===== src/rtl/wtsc_pkg.sv =====
// Package for the watch time-setting control block: button codes, field codes,
// wrap limits and the calendar helpers for the day-of-month wrap.
// Depends on nothing; used by rtl/watch_time_setting_control.sv.
package wtsc_pkg;

	typedef enum logic [1:0] {
		CMD_NONE = 2'd0,
		CMD_A    = 2'd1,
		CMD_B    = 2'd2,
		CMD_C    = 2'd3
	} cmd_t;

	// Field selector codes. Codes six and seven are never reached in normal use.
	localparam logic [2:0] FLD_SEC   = 3'd0;
	localparam logic [2:0] FLD_HOUR  = 3'd1;
	localparam logic [2:0] FLD_MIN   = 3'd2;
	localparam logic [2:0] FLD_YEAR  = 3'd3;
	localparam logic [2:0] FLD_MONTH = 3'd4;
	localparam logic [2:0] FLD_DAY   = 3'd5;
	localparam logic [3:0] NUM_FIELDS = 4'd6;

	localparam logic [6:0] SEC_LIMIT   = 7'd60;
	localparam logic [6:0] MIN_LIMIT   = 7'd60;
	localparam logic [5:0] HOUR_LIMIT  = 6'd24;
	localparam logic [4:0] MONTH_LIMIT = 5'd12;
	localparam logic [8:0] YEAR_LAST   = 9'd199;
	localparam logic [7:0] YEAR_FIRST  = 8'd119;

	// Reset values of the edit copy.
	localparam logic [4:0] MDAY_RESET = 5'd1;
	localparam logic [7:0] YEAR_RESET = 8'd119;

	// Leap test on 1900 + year for year in 0..255. The full year is a multiple
	// of four exactly when the offset is; 1900 and 2100 are century years that
	// are not leap years, whereas 2000 is.
	function automatic logic is_leap(input logic [7:0] year);
		logic leap;
		leap = (year[1:0] == 2'b00) && (year != 8'd0) && (year != 8'd200);
		return leap;
	endfunction

	// Days in a month; month codes twelve to fifteen count as thirty days.
	function automatic logic [5:0] month_days(input logic [3:0] month,
	                                          input logic [7:0] year);
		logic [5:0] days;
		case (month)
			4'd0, 4'd2, 4'd4, 4'd6, 4'd7, 4'd9, 4'd11: days = 6'd31;
			4'd1: days = is_leap(year) ? 6'd29 : 6'd28;
			default: days = 6'd30;
		endcase
		return days;
	endfunction

endpackage


===== src/rtl/watch_time_setting_control.sv =====
// Top level of the watch time-setting control: button decoding, the edit copy
// of the clock and the registered result stage.
// Depends on rtl/wtsc_pkg.sv.

// Usage
// The block handles the buttons of a watch in its timekeeping mode. Each input
// transaction carries a button code, an active flag and a snapshot of the
// running clock; each one produces exactly one result transaction giving the
// setting flag, the selected field, a leave-mode request, a write-back strobe
// and the edit copy of the time.
// Both channels use valid and stall: a transaction moves on a rising edge at
// which valid is high and stall is low.
// A transaction's result is loaded into the result register at the edge that
// accepts it and presented from then on. Throughput is one transaction per
// cycle unless the receiver stalls, set by the single result register;
// a button's state update is one short increment-and-wrap step, finished in
// the cycle of acceptance, so the next transaction sees it at once.
// When the receiver stalls, the result register holds its contents and input
// stall rises only while that register is full and stalled; as soon as the
// result is taken, a new transaction is accepted in the same cycle.
// Reset clears the setting submode, selects seconds and sets the edit copy to
// midnight on the first of January 2019; no result is pending after reset.
module watch_time_setting_control (
	input  logic       clk,
	input  logic       arst_n,
	input  logic       in_valid,
	output logic       in_stall,
	input  logic [1:0] cmd,
	input  logic       active,
	input  logic [5:0] cur_sec,
	input  logic [5:0] cur_min,
	input  logic [4:0] cur_hour,
	input  logic [4:0] cur_mday,
	input  logic [3:0] cur_month,
	input  logic [7:0] cur_year,
	output logic       out_valid,
	input  logic       out_stall,
	output logic       setting_on,
	output logic [2:0] field_sel,
	output logic       leave_mode,
	output logic       write_clock,
	output logic [5:0] out_sec,
	output logic [5:0] out_min,
	output logic [4:0] out_hour,
	output logic [4:0] out_mday,
	output logic [3:0] out_month,
	output logic [7:0] out_year
);

	wtsc_pkg::cmd_t cmd_code;
	logic           accept;

	// Architectural state: submode flag, selector and edit copy.
	logic       in_setting_q;
	logic [2:0] sel_q;
	logic [5:0] edit_sec_q;
	logic [5:0] edit_min_q;
	logic [4:0] edit_hour_q;
	logic [4:0] edit_mday_q;
	logic [3:0] edit_month_q;
	logic [7:0] edit_year_q;

	logic       in_setting_nxt;
	logic [2:0] sel_nxt;
	logic [5:0] edit_sec_nxt;
	logic [5:0] edit_min_nxt;
	logic [4:0] edit_hour_nxt;
	logic [4:0] edit_mday_nxt;
	logic [3:0] edit_month_nxt;
	logic [7:0] edit_year_nxt;
	logic       leave_nxt;
	logic       write_nxt;

	// Incremented and wrapped value of each field.
	logic [6:0] sec_inc;
	logic [6:0] min_inc;
	logic [5:0] hour_inc;
	logic [4:0] month_inc;
	logic [8:0] year_inc;
	logic [5:0] mday_inc;
	logic [3:0] sel_inc;
	logic [5:0] sec_wrap;
	logic [5:0] min_wrap;
	logic [4:0] hour_wrap;
	logic [3:0] month_wrap;
	logic [7:0] year_wrap;
	logic [4:0] mday_wrap;
	logic [2:0] sel_wrap;

	// The result register is the only buffer, so the input waits only while a
	// result is held there and the receiver is stalling.
	assign in_stall = out_valid && out_stall;
	assign accept   = in_valid && !in_stall;
	assign cmd_code = wtsc_pkg::cmd_t'(cmd);

	// Seconds, minutes, hours, month and selector wrap by a compare and subtract,
	// as each incremented value stays below twice its modulus, even out of range.
	always_comb begin
		sec_inc   = {1'b0, edit_sec_q} + 7'd1;
		min_inc   = {1'b0, edit_min_q} + 7'd1;
		hour_inc  = {1'b0, edit_hour_q} + 6'd1;
		month_inc = {1'b0, edit_month_q} + 5'd1;
		year_inc  = {1'b0, edit_year_q} + 9'd1;
		mday_inc  = {1'b0, edit_mday_q} + 6'd1;
		sel_inc   = {1'b0, sel_q} + 4'd1;

		sec_wrap   = (sec_inc >= wtsc_pkg::SEC_LIMIT) ?
		             6'(sec_inc - wtsc_pkg::SEC_LIMIT) : sec_inc[5:0];
		min_wrap   = (min_inc >= wtsc_pkg::MIN_LIMIT) ?
		             6'(min_inc - wtsc_pkg::MIN_LIMIT) : min_inc[5:0];
		hour_wrap  = (hour_inc >= wtsc_pkg::HOUR_LIMIT) ?
		             5'(hour_inc - wtsc_pkg::HOUR_LIMIT) : hour_inc[4:0];
		month_wrap = (month_inc >= wtsc_pkg::MONTH_LIMIT) ?
		             4'(month_inc - wtsc_pkg::MONTH_LIMIT) : month_inc[3:0];
		year_wrap  = (year_inc > wtsc_pkg::YEAR_LAST) ?
		             wtsc_pkg::YEAR_FIRST : year_inc[7:0];
		// A day beyond the month length, including one copied in out of range,
		// falls back to the first.
		mday_wrap  = (mday_inc > wtsc_pkg::month_days(edit_month_q, edit_year_q)) ?
		             5'd1 : mday_inc[4:0];
		sel_wrap   = (sel_inc >= wtsc_pkg::NUM_FIELDS) ?
		             3'(sel_inc - wtsc_pkg::NUM_FIELDS) : sel_inc[2:0];
	end

	// Button decoding. An inactive transaction changes nothing and reports the
	// present state with both strobes low.
	always_comb begin
		in_setting_nxt = in_setting_q;
		sel_nxt        = sel_q;
		edit_sec_nxt   = edit_sec_q;
		edit_min_nxt   = edit_min_q;
		edit_hour_nxt  = edit_hour_q;
		edit_mday_nxt  = edit_mday_q;
		edit_month_nxt = edit_month_q;
		edit_year_nxt  = edit_year_q;
		leave_nxt      = 1'b0;
		write_nxt      = 1'b0;
		if (active) begin
			if (!in_setting_q) begin
				case (cmd_code)
					wtsc_pkg::CMD_C: begin
						leave_nxt = 1'b1;
					end
					wtsc_pkg::CMD_A: begin
						edit_sec_nxt   = cur_sec;
						edit_min_nxt   = cur_min;
						edit_hour_nxt  = cur_hour;
						edit_mday_nxt  = cur_mday;
						edit_month_nxt = cur_month;
						edit_year_nxt  = cur_year;
						in_setting_nxt = 1'b1;
						sel_nxt        = wtsc_pkg::FLD_SEC;
					end
					default: begin
					end
				endcase
			end else begin
				case (cmd_code)
					wtsc_pkg::CMD_C: begin
						sel_nxt = sel_wrap;
					end
					wtsc_pkg::CMD_B: begin
						// An unreachable selector changes no field but still writes back.
						write_nxt = 1'b1;
						case (sel_q)
							wtsc_pkg::FLD_SEC:   edit_sec_nxt   = sec_wrap;
							wtsc_pkg::FLD_HOUR:  edit_hour_nxt  = hour_wrap;
							wtsc_pkg::FLD_MIN:   edit_min_nxt   = min_wrap;
							wtsc_pkg::FLD_YEAR:  edit_year_nxt  = year_wrap;
							wtsc_pkg::FLD_MONTH: edit_month_nxt = month_wrap;
							wtsc_pkg::FLD_DAY:   edit_mday_nxt  = mday_wrap;
							default: begin
							end
						endcase
					end
					wtsc_pkg::CMD_A: begin
						write_nxt      = 1'b1;
						in_setting_nxt = 1'b0;
					end
					default: begin
					end
				endcase
			end
		end
	end

	always_ff @(posedge clk or negedge arst_n) begin
		if (!arst_n) begin
			in_setting_q <= 1'b0;
			sel_q        <= wtsc_pkg::FLD_SEC;
			edit_sec_q   <= 6'd0;
			edit_min_q   <= 6'd0;
			edit_hour_q  <= 5'd0;
			edit_mday_q  <= wtsc_pkg::MDAY_RESET;
			edit_month_q <= 4'd0;
			edit_year_q  <= wtsc_pkg::YEAR_RESET;
		end else if (accept) begin
			in_setting_q <= in_setting_nxt;
			sel_q        <= sel_nxt;
			edit_sec_q   <= edit_sec_nxt;
			edit_min_q   <= edit_min_nxt;
			edit_hour_q  <= edit_hour_nxt;
			edit_mday_q  <= edit_mday_nxt;
			edit_month_q <= edit_month_nxt;
			edit_year_q  <= edit_year_nxt;
		end
	end

	// Result register: the valid flag is control state and is reset; the
	// payload is loaded only on acceptance and otherwise holds.
	always_ff @(posedge clk or negedge arst_n) begin
		if (!arst_n) begin
			out_valid <= 1'b0;
		end else if (accept) begin
			out_valid <= 1'b1;
		end else if (!out_stall) begin
			out_valid <= 1'b0;
		end
	end

	always_ff @(posedge clk) begin
		if (accept) begin
			setting_on  <= in_setting_nxt;
			field_sel   <= sel_nxt;
			leave_mode  <= leave_nxt;
			write_clock <= write_nxt;
			out_sec     <= edit_sec_nxt;
			out_min     <= edit_min_nxt;
			out_hour    <= edit_hour_nxt;
			out_mday    <= edit_mday_nxt;
			out_month   <= edit_month_nxt;
			out_year    <= edit_year_nxt;
		end
	end

endmodule


===== config.mk =====
export PLATFORM = sky130hd
export DESIGN_NAME = watch_time_setting_control
export DESIGN_NICKNAME = d
export VERILOG_FILES = /design/src/rtl/wtsc_pkg.sv /design/src/rtl/watch_time_setting_control.sv
export SDC_FILE = /design/constraint.sdc
export NUM_CORES = 1
export LEC_CHECK = 0
export BUFFER_PORTS_ARGS = -buffer_cell sky130_fd_sc_hd__buf_2
export CORE_ASPECT_RATIO = 1.75
export CORE_MARGIN = 2
export CORE_UTILIZATION = 52
export CTS_BUF_LIST = sky130_fd_sc_hd__clkbuf_8
export CTS_CLUSTER_SIZE = 40
export DETAILED_ROUTE_END_ITERATION = 10
export PLACE_DENSITY = 0.74
export SLEW_MARGIN = 20
export SYNTH_ARGS = -nofsm -noshare
export SYNTH_HDL_FRONTEND = slang
export SYNTH_SLANG_ARGS = --single-unit

===== constraint.sdc =====
create_clock -name clk -period 6 [get_ports clk]
set_input_delay 0.6 -clock clk [delete_from_list [all_inputs] [get_ports clk]]
set_output_delay 0.6 -clock clk [all_outputs]
set_load 0.005 [all_outputs]

==> run summary <==
status -> completed
CTS clk-pin slew, worst paths -> 0.09 ns
number of synthesized flops with an enable pin -> 40
total routed wirelength -> 16,170 um
Final ANT Viol Nets -> 0
WP data required -> 6.20 ns
Min Hold Slack -> 0.1241 ns
final period utilization -> 0.5339
DRT iter0 DRCs -> 687
cell area power density -> 418.0 nW/um2
Yosys reg bits -> 79
Max Cap Violations -> 0
area of the core -> 10,700 um2
post-synthesis sequential area ratio -> 0.3828
antenna violations before repair -> 0
drt via density -> 6.450
R2R Path End -> out_mday[2]
fmax -> 312.2 MHz
# diodes -> 0
critical path endpoint category -> flop
FILL cells -> 912
sink count of the clock tree -> 79
placed insts -> 832
reg2reg start -> edit_month_q[0]
Post-Layout Cell Count -> 849
Setup Skew -> 0.008568 ns
most frequent cells in the layout -> nand2_1, buf_2, o21ai_0
WP data arrival -> 3.41 ns
leading cell type in the layout, fill and taps excluded -> nand2_1
Distinct cells, synth -> 79
via count -> 5,476
Max clock buf depth -> 2
buffer count from post-CTS setup fixing -> 0
post-synth top area share -> 0.2103
Final Setup Violations -> 0
DRC -> 0
RSZ-0062 raised after global routing -> false
grt total ovfl -> 0
Final min period -> 3.203 ns
Die ar. -> 11,870 um2
area leader, netlist -> edfxtp_1
largest net degree at the start of global routing -> 51
TNS Setup -> 0 ns
Final Hold Vio Count -> 0
post-cts resize count -> 0
Max Slew Vio Count -> 0
mapped cell area -> 5710 um2
Synth Flop Type -> edfxtp_1
largest cells by area after synthesis -> edfxtp_1, dfrtp_1, nand2_1
GP Congestion -> 0.9011
total CTS buffers -> 9
Area Overhead vs Synth -> 11.81%
total track usage -> 0.2719
Starting Density -> 0.5338
H-tree depth -> 3
post-place instance area -> 6106 um2
Die X -> 83.22 um
hold buffer count at CTS -> 0
Avg WL per Cell -> 19.04 um
first-pass detailed-route iteration total -> 6
site row count -> 50
flop-to-flop setup slack -> 2.80 ns
synth warn -> 0
TritonCTS clock tree -> built
vias in the first global route -> 5,330
Mapped Avg Cell Area -> 8.587 um2
Critical path origin -> edit_month_q[0]
nets@finish -> 782
die height -> 142.6 um
asr flop ratio synth -> 0.4937
DP HPWL -> 11,200 um
Peak VDD IR -> 0.1855 mV
crit path launch type -> flop
Rel. slew slack -> 0.2789
synthesized instance count -> 665
root buf cell -> clkbuf_8
path depth of the worst reg2reg path -> 13
design area -> 6385 um2
Syn Nets -> 733
Worst Path Max Fanout -> 9
WS Path Type -> flop to flop
first-pass GRT wire length -> 25,900 um
Worst-Skew Late Latency -> 0.38 ns
total leakage power -> 2.582 nW
IO Count -> 83
Buffers on Ports -> 82
Worst Hold Class -> input pin to async pin
Worst Tran Pin Value -> 1.074 ns
layout cells sized above 1 -> 0.1878
sequential cells by signal, indices dropped and copies added, names as in the netlist:
name          count
edit_hour_q       5
in_setting_q      1
edit_month_q      4
out_month         4
sel_q             3
edit_sec_q        6
field_sel         3
setting_on        1
out_mday          5
out_min           6
out_year          8
out_valid         1
edit_mday_q       5
out_sec           6
edit_min_q        6
edit_year_q       8
write_clock       1
leave_mode        1
out_hour          5
worst max path at each step:
stage                    endpoint  slack (ns)  cells past startpoint
finish                out_mday[2]        2.80                     13
floorplan            field_sel[0]        3.06                      5
detailed placement  edit_min_q[4]        2.82                     12
global placement    edit_min_q[4]        2.95                     12
global route          out_mday[2]        2.53                     13
CTS                   out_mday[2]        2.84                     13
where the power goes:
part           internal [W]  leakage, nW  switching, W
logic              0.000470         1.59      0.000614
clock network      0.000316        0.133      0.000216
registers          0.000775        0.864      0.000278
routing by layer:
layer  vias up  share of wire  GRT usage
met5         -              0          0
met3        60          0.064    0.04162
li1       2536              -          -
met1      2623           0.39     0.3171
met2       257           0.50     0.4707
met4         0          0.044     0.1613
layout make-up:
cell class / instances / area, um2 / area share
clock buffers: 9 / 123.9 / 0.01940
clock inverters: 7 / 135.1 / 0.02116
inverters: 22 / 82.58 / 0.01293
multi-input cells: 514 / 3227 / 0.5054
flip-flops and latches: 79 / 2186 / 0.3423
well taps: 130 / 162.7 / 0.02548
repair buffers: 88 / 467.9 / 0.07329
worst max-delay path: stages (launching register included):
cell and delay [ns]:
dfrtp_1 0.53, inv_1 0.14, ha_1 0.21, nor2_1 0.10, o211ai_1 0.11, nor2_1 0.15
ha_1 0.25, nor2b_1 0.13, o2111ai_1 0.33, a21oi_1 0.07, nor3_1 0.43, a21oi_1 0.13
mux2_2 0.29, o21ai_0 0.16
metrics by stage:
step,util,total power [W],worst slack (ns)
finish,0.5968,0.002669,2.797
global route,0.5968,0.002844,2.533
CTS,0.5950,0.002643,2.840
floorplan,-,0.001813,3.059
detailed placement,0.5708,0.002113,2.824
global placement,0.5708,0.002069,2.954
cell families (layout without fill, tap and decap cells):
logic type	count (synthesis)	count (layout)	synth area share
compound gates	213	213	0.2474
simple gates	243	243	0.2073
buf+inv	72	126	0.05215
fa+ha+maj	28	28	0.06091
mux	10	10	0.01884
xor+xnor	20	20	0.03067
flops	79	79	0.3828
synthesized netlist by cell type, drive strengths merged, types with 11 or more instances:
| library cell | instances |
|---|---|
| edfxtp | 40 |
| a31oi | 12 |
| ha | 27 |
| o21ai | 63 |
| a21oi | 45 |
| nand2 | 92 |
| inv | 21 |
| buf | 18 |
| clkbuf | 32 |
| nor2b | 11 |
| dfrtp | 32 |
| nor2 | 44 |
| o22ai | 13 |
| nand3 | 32 |
Note: power is estimated with default switching activity, not from simulation.
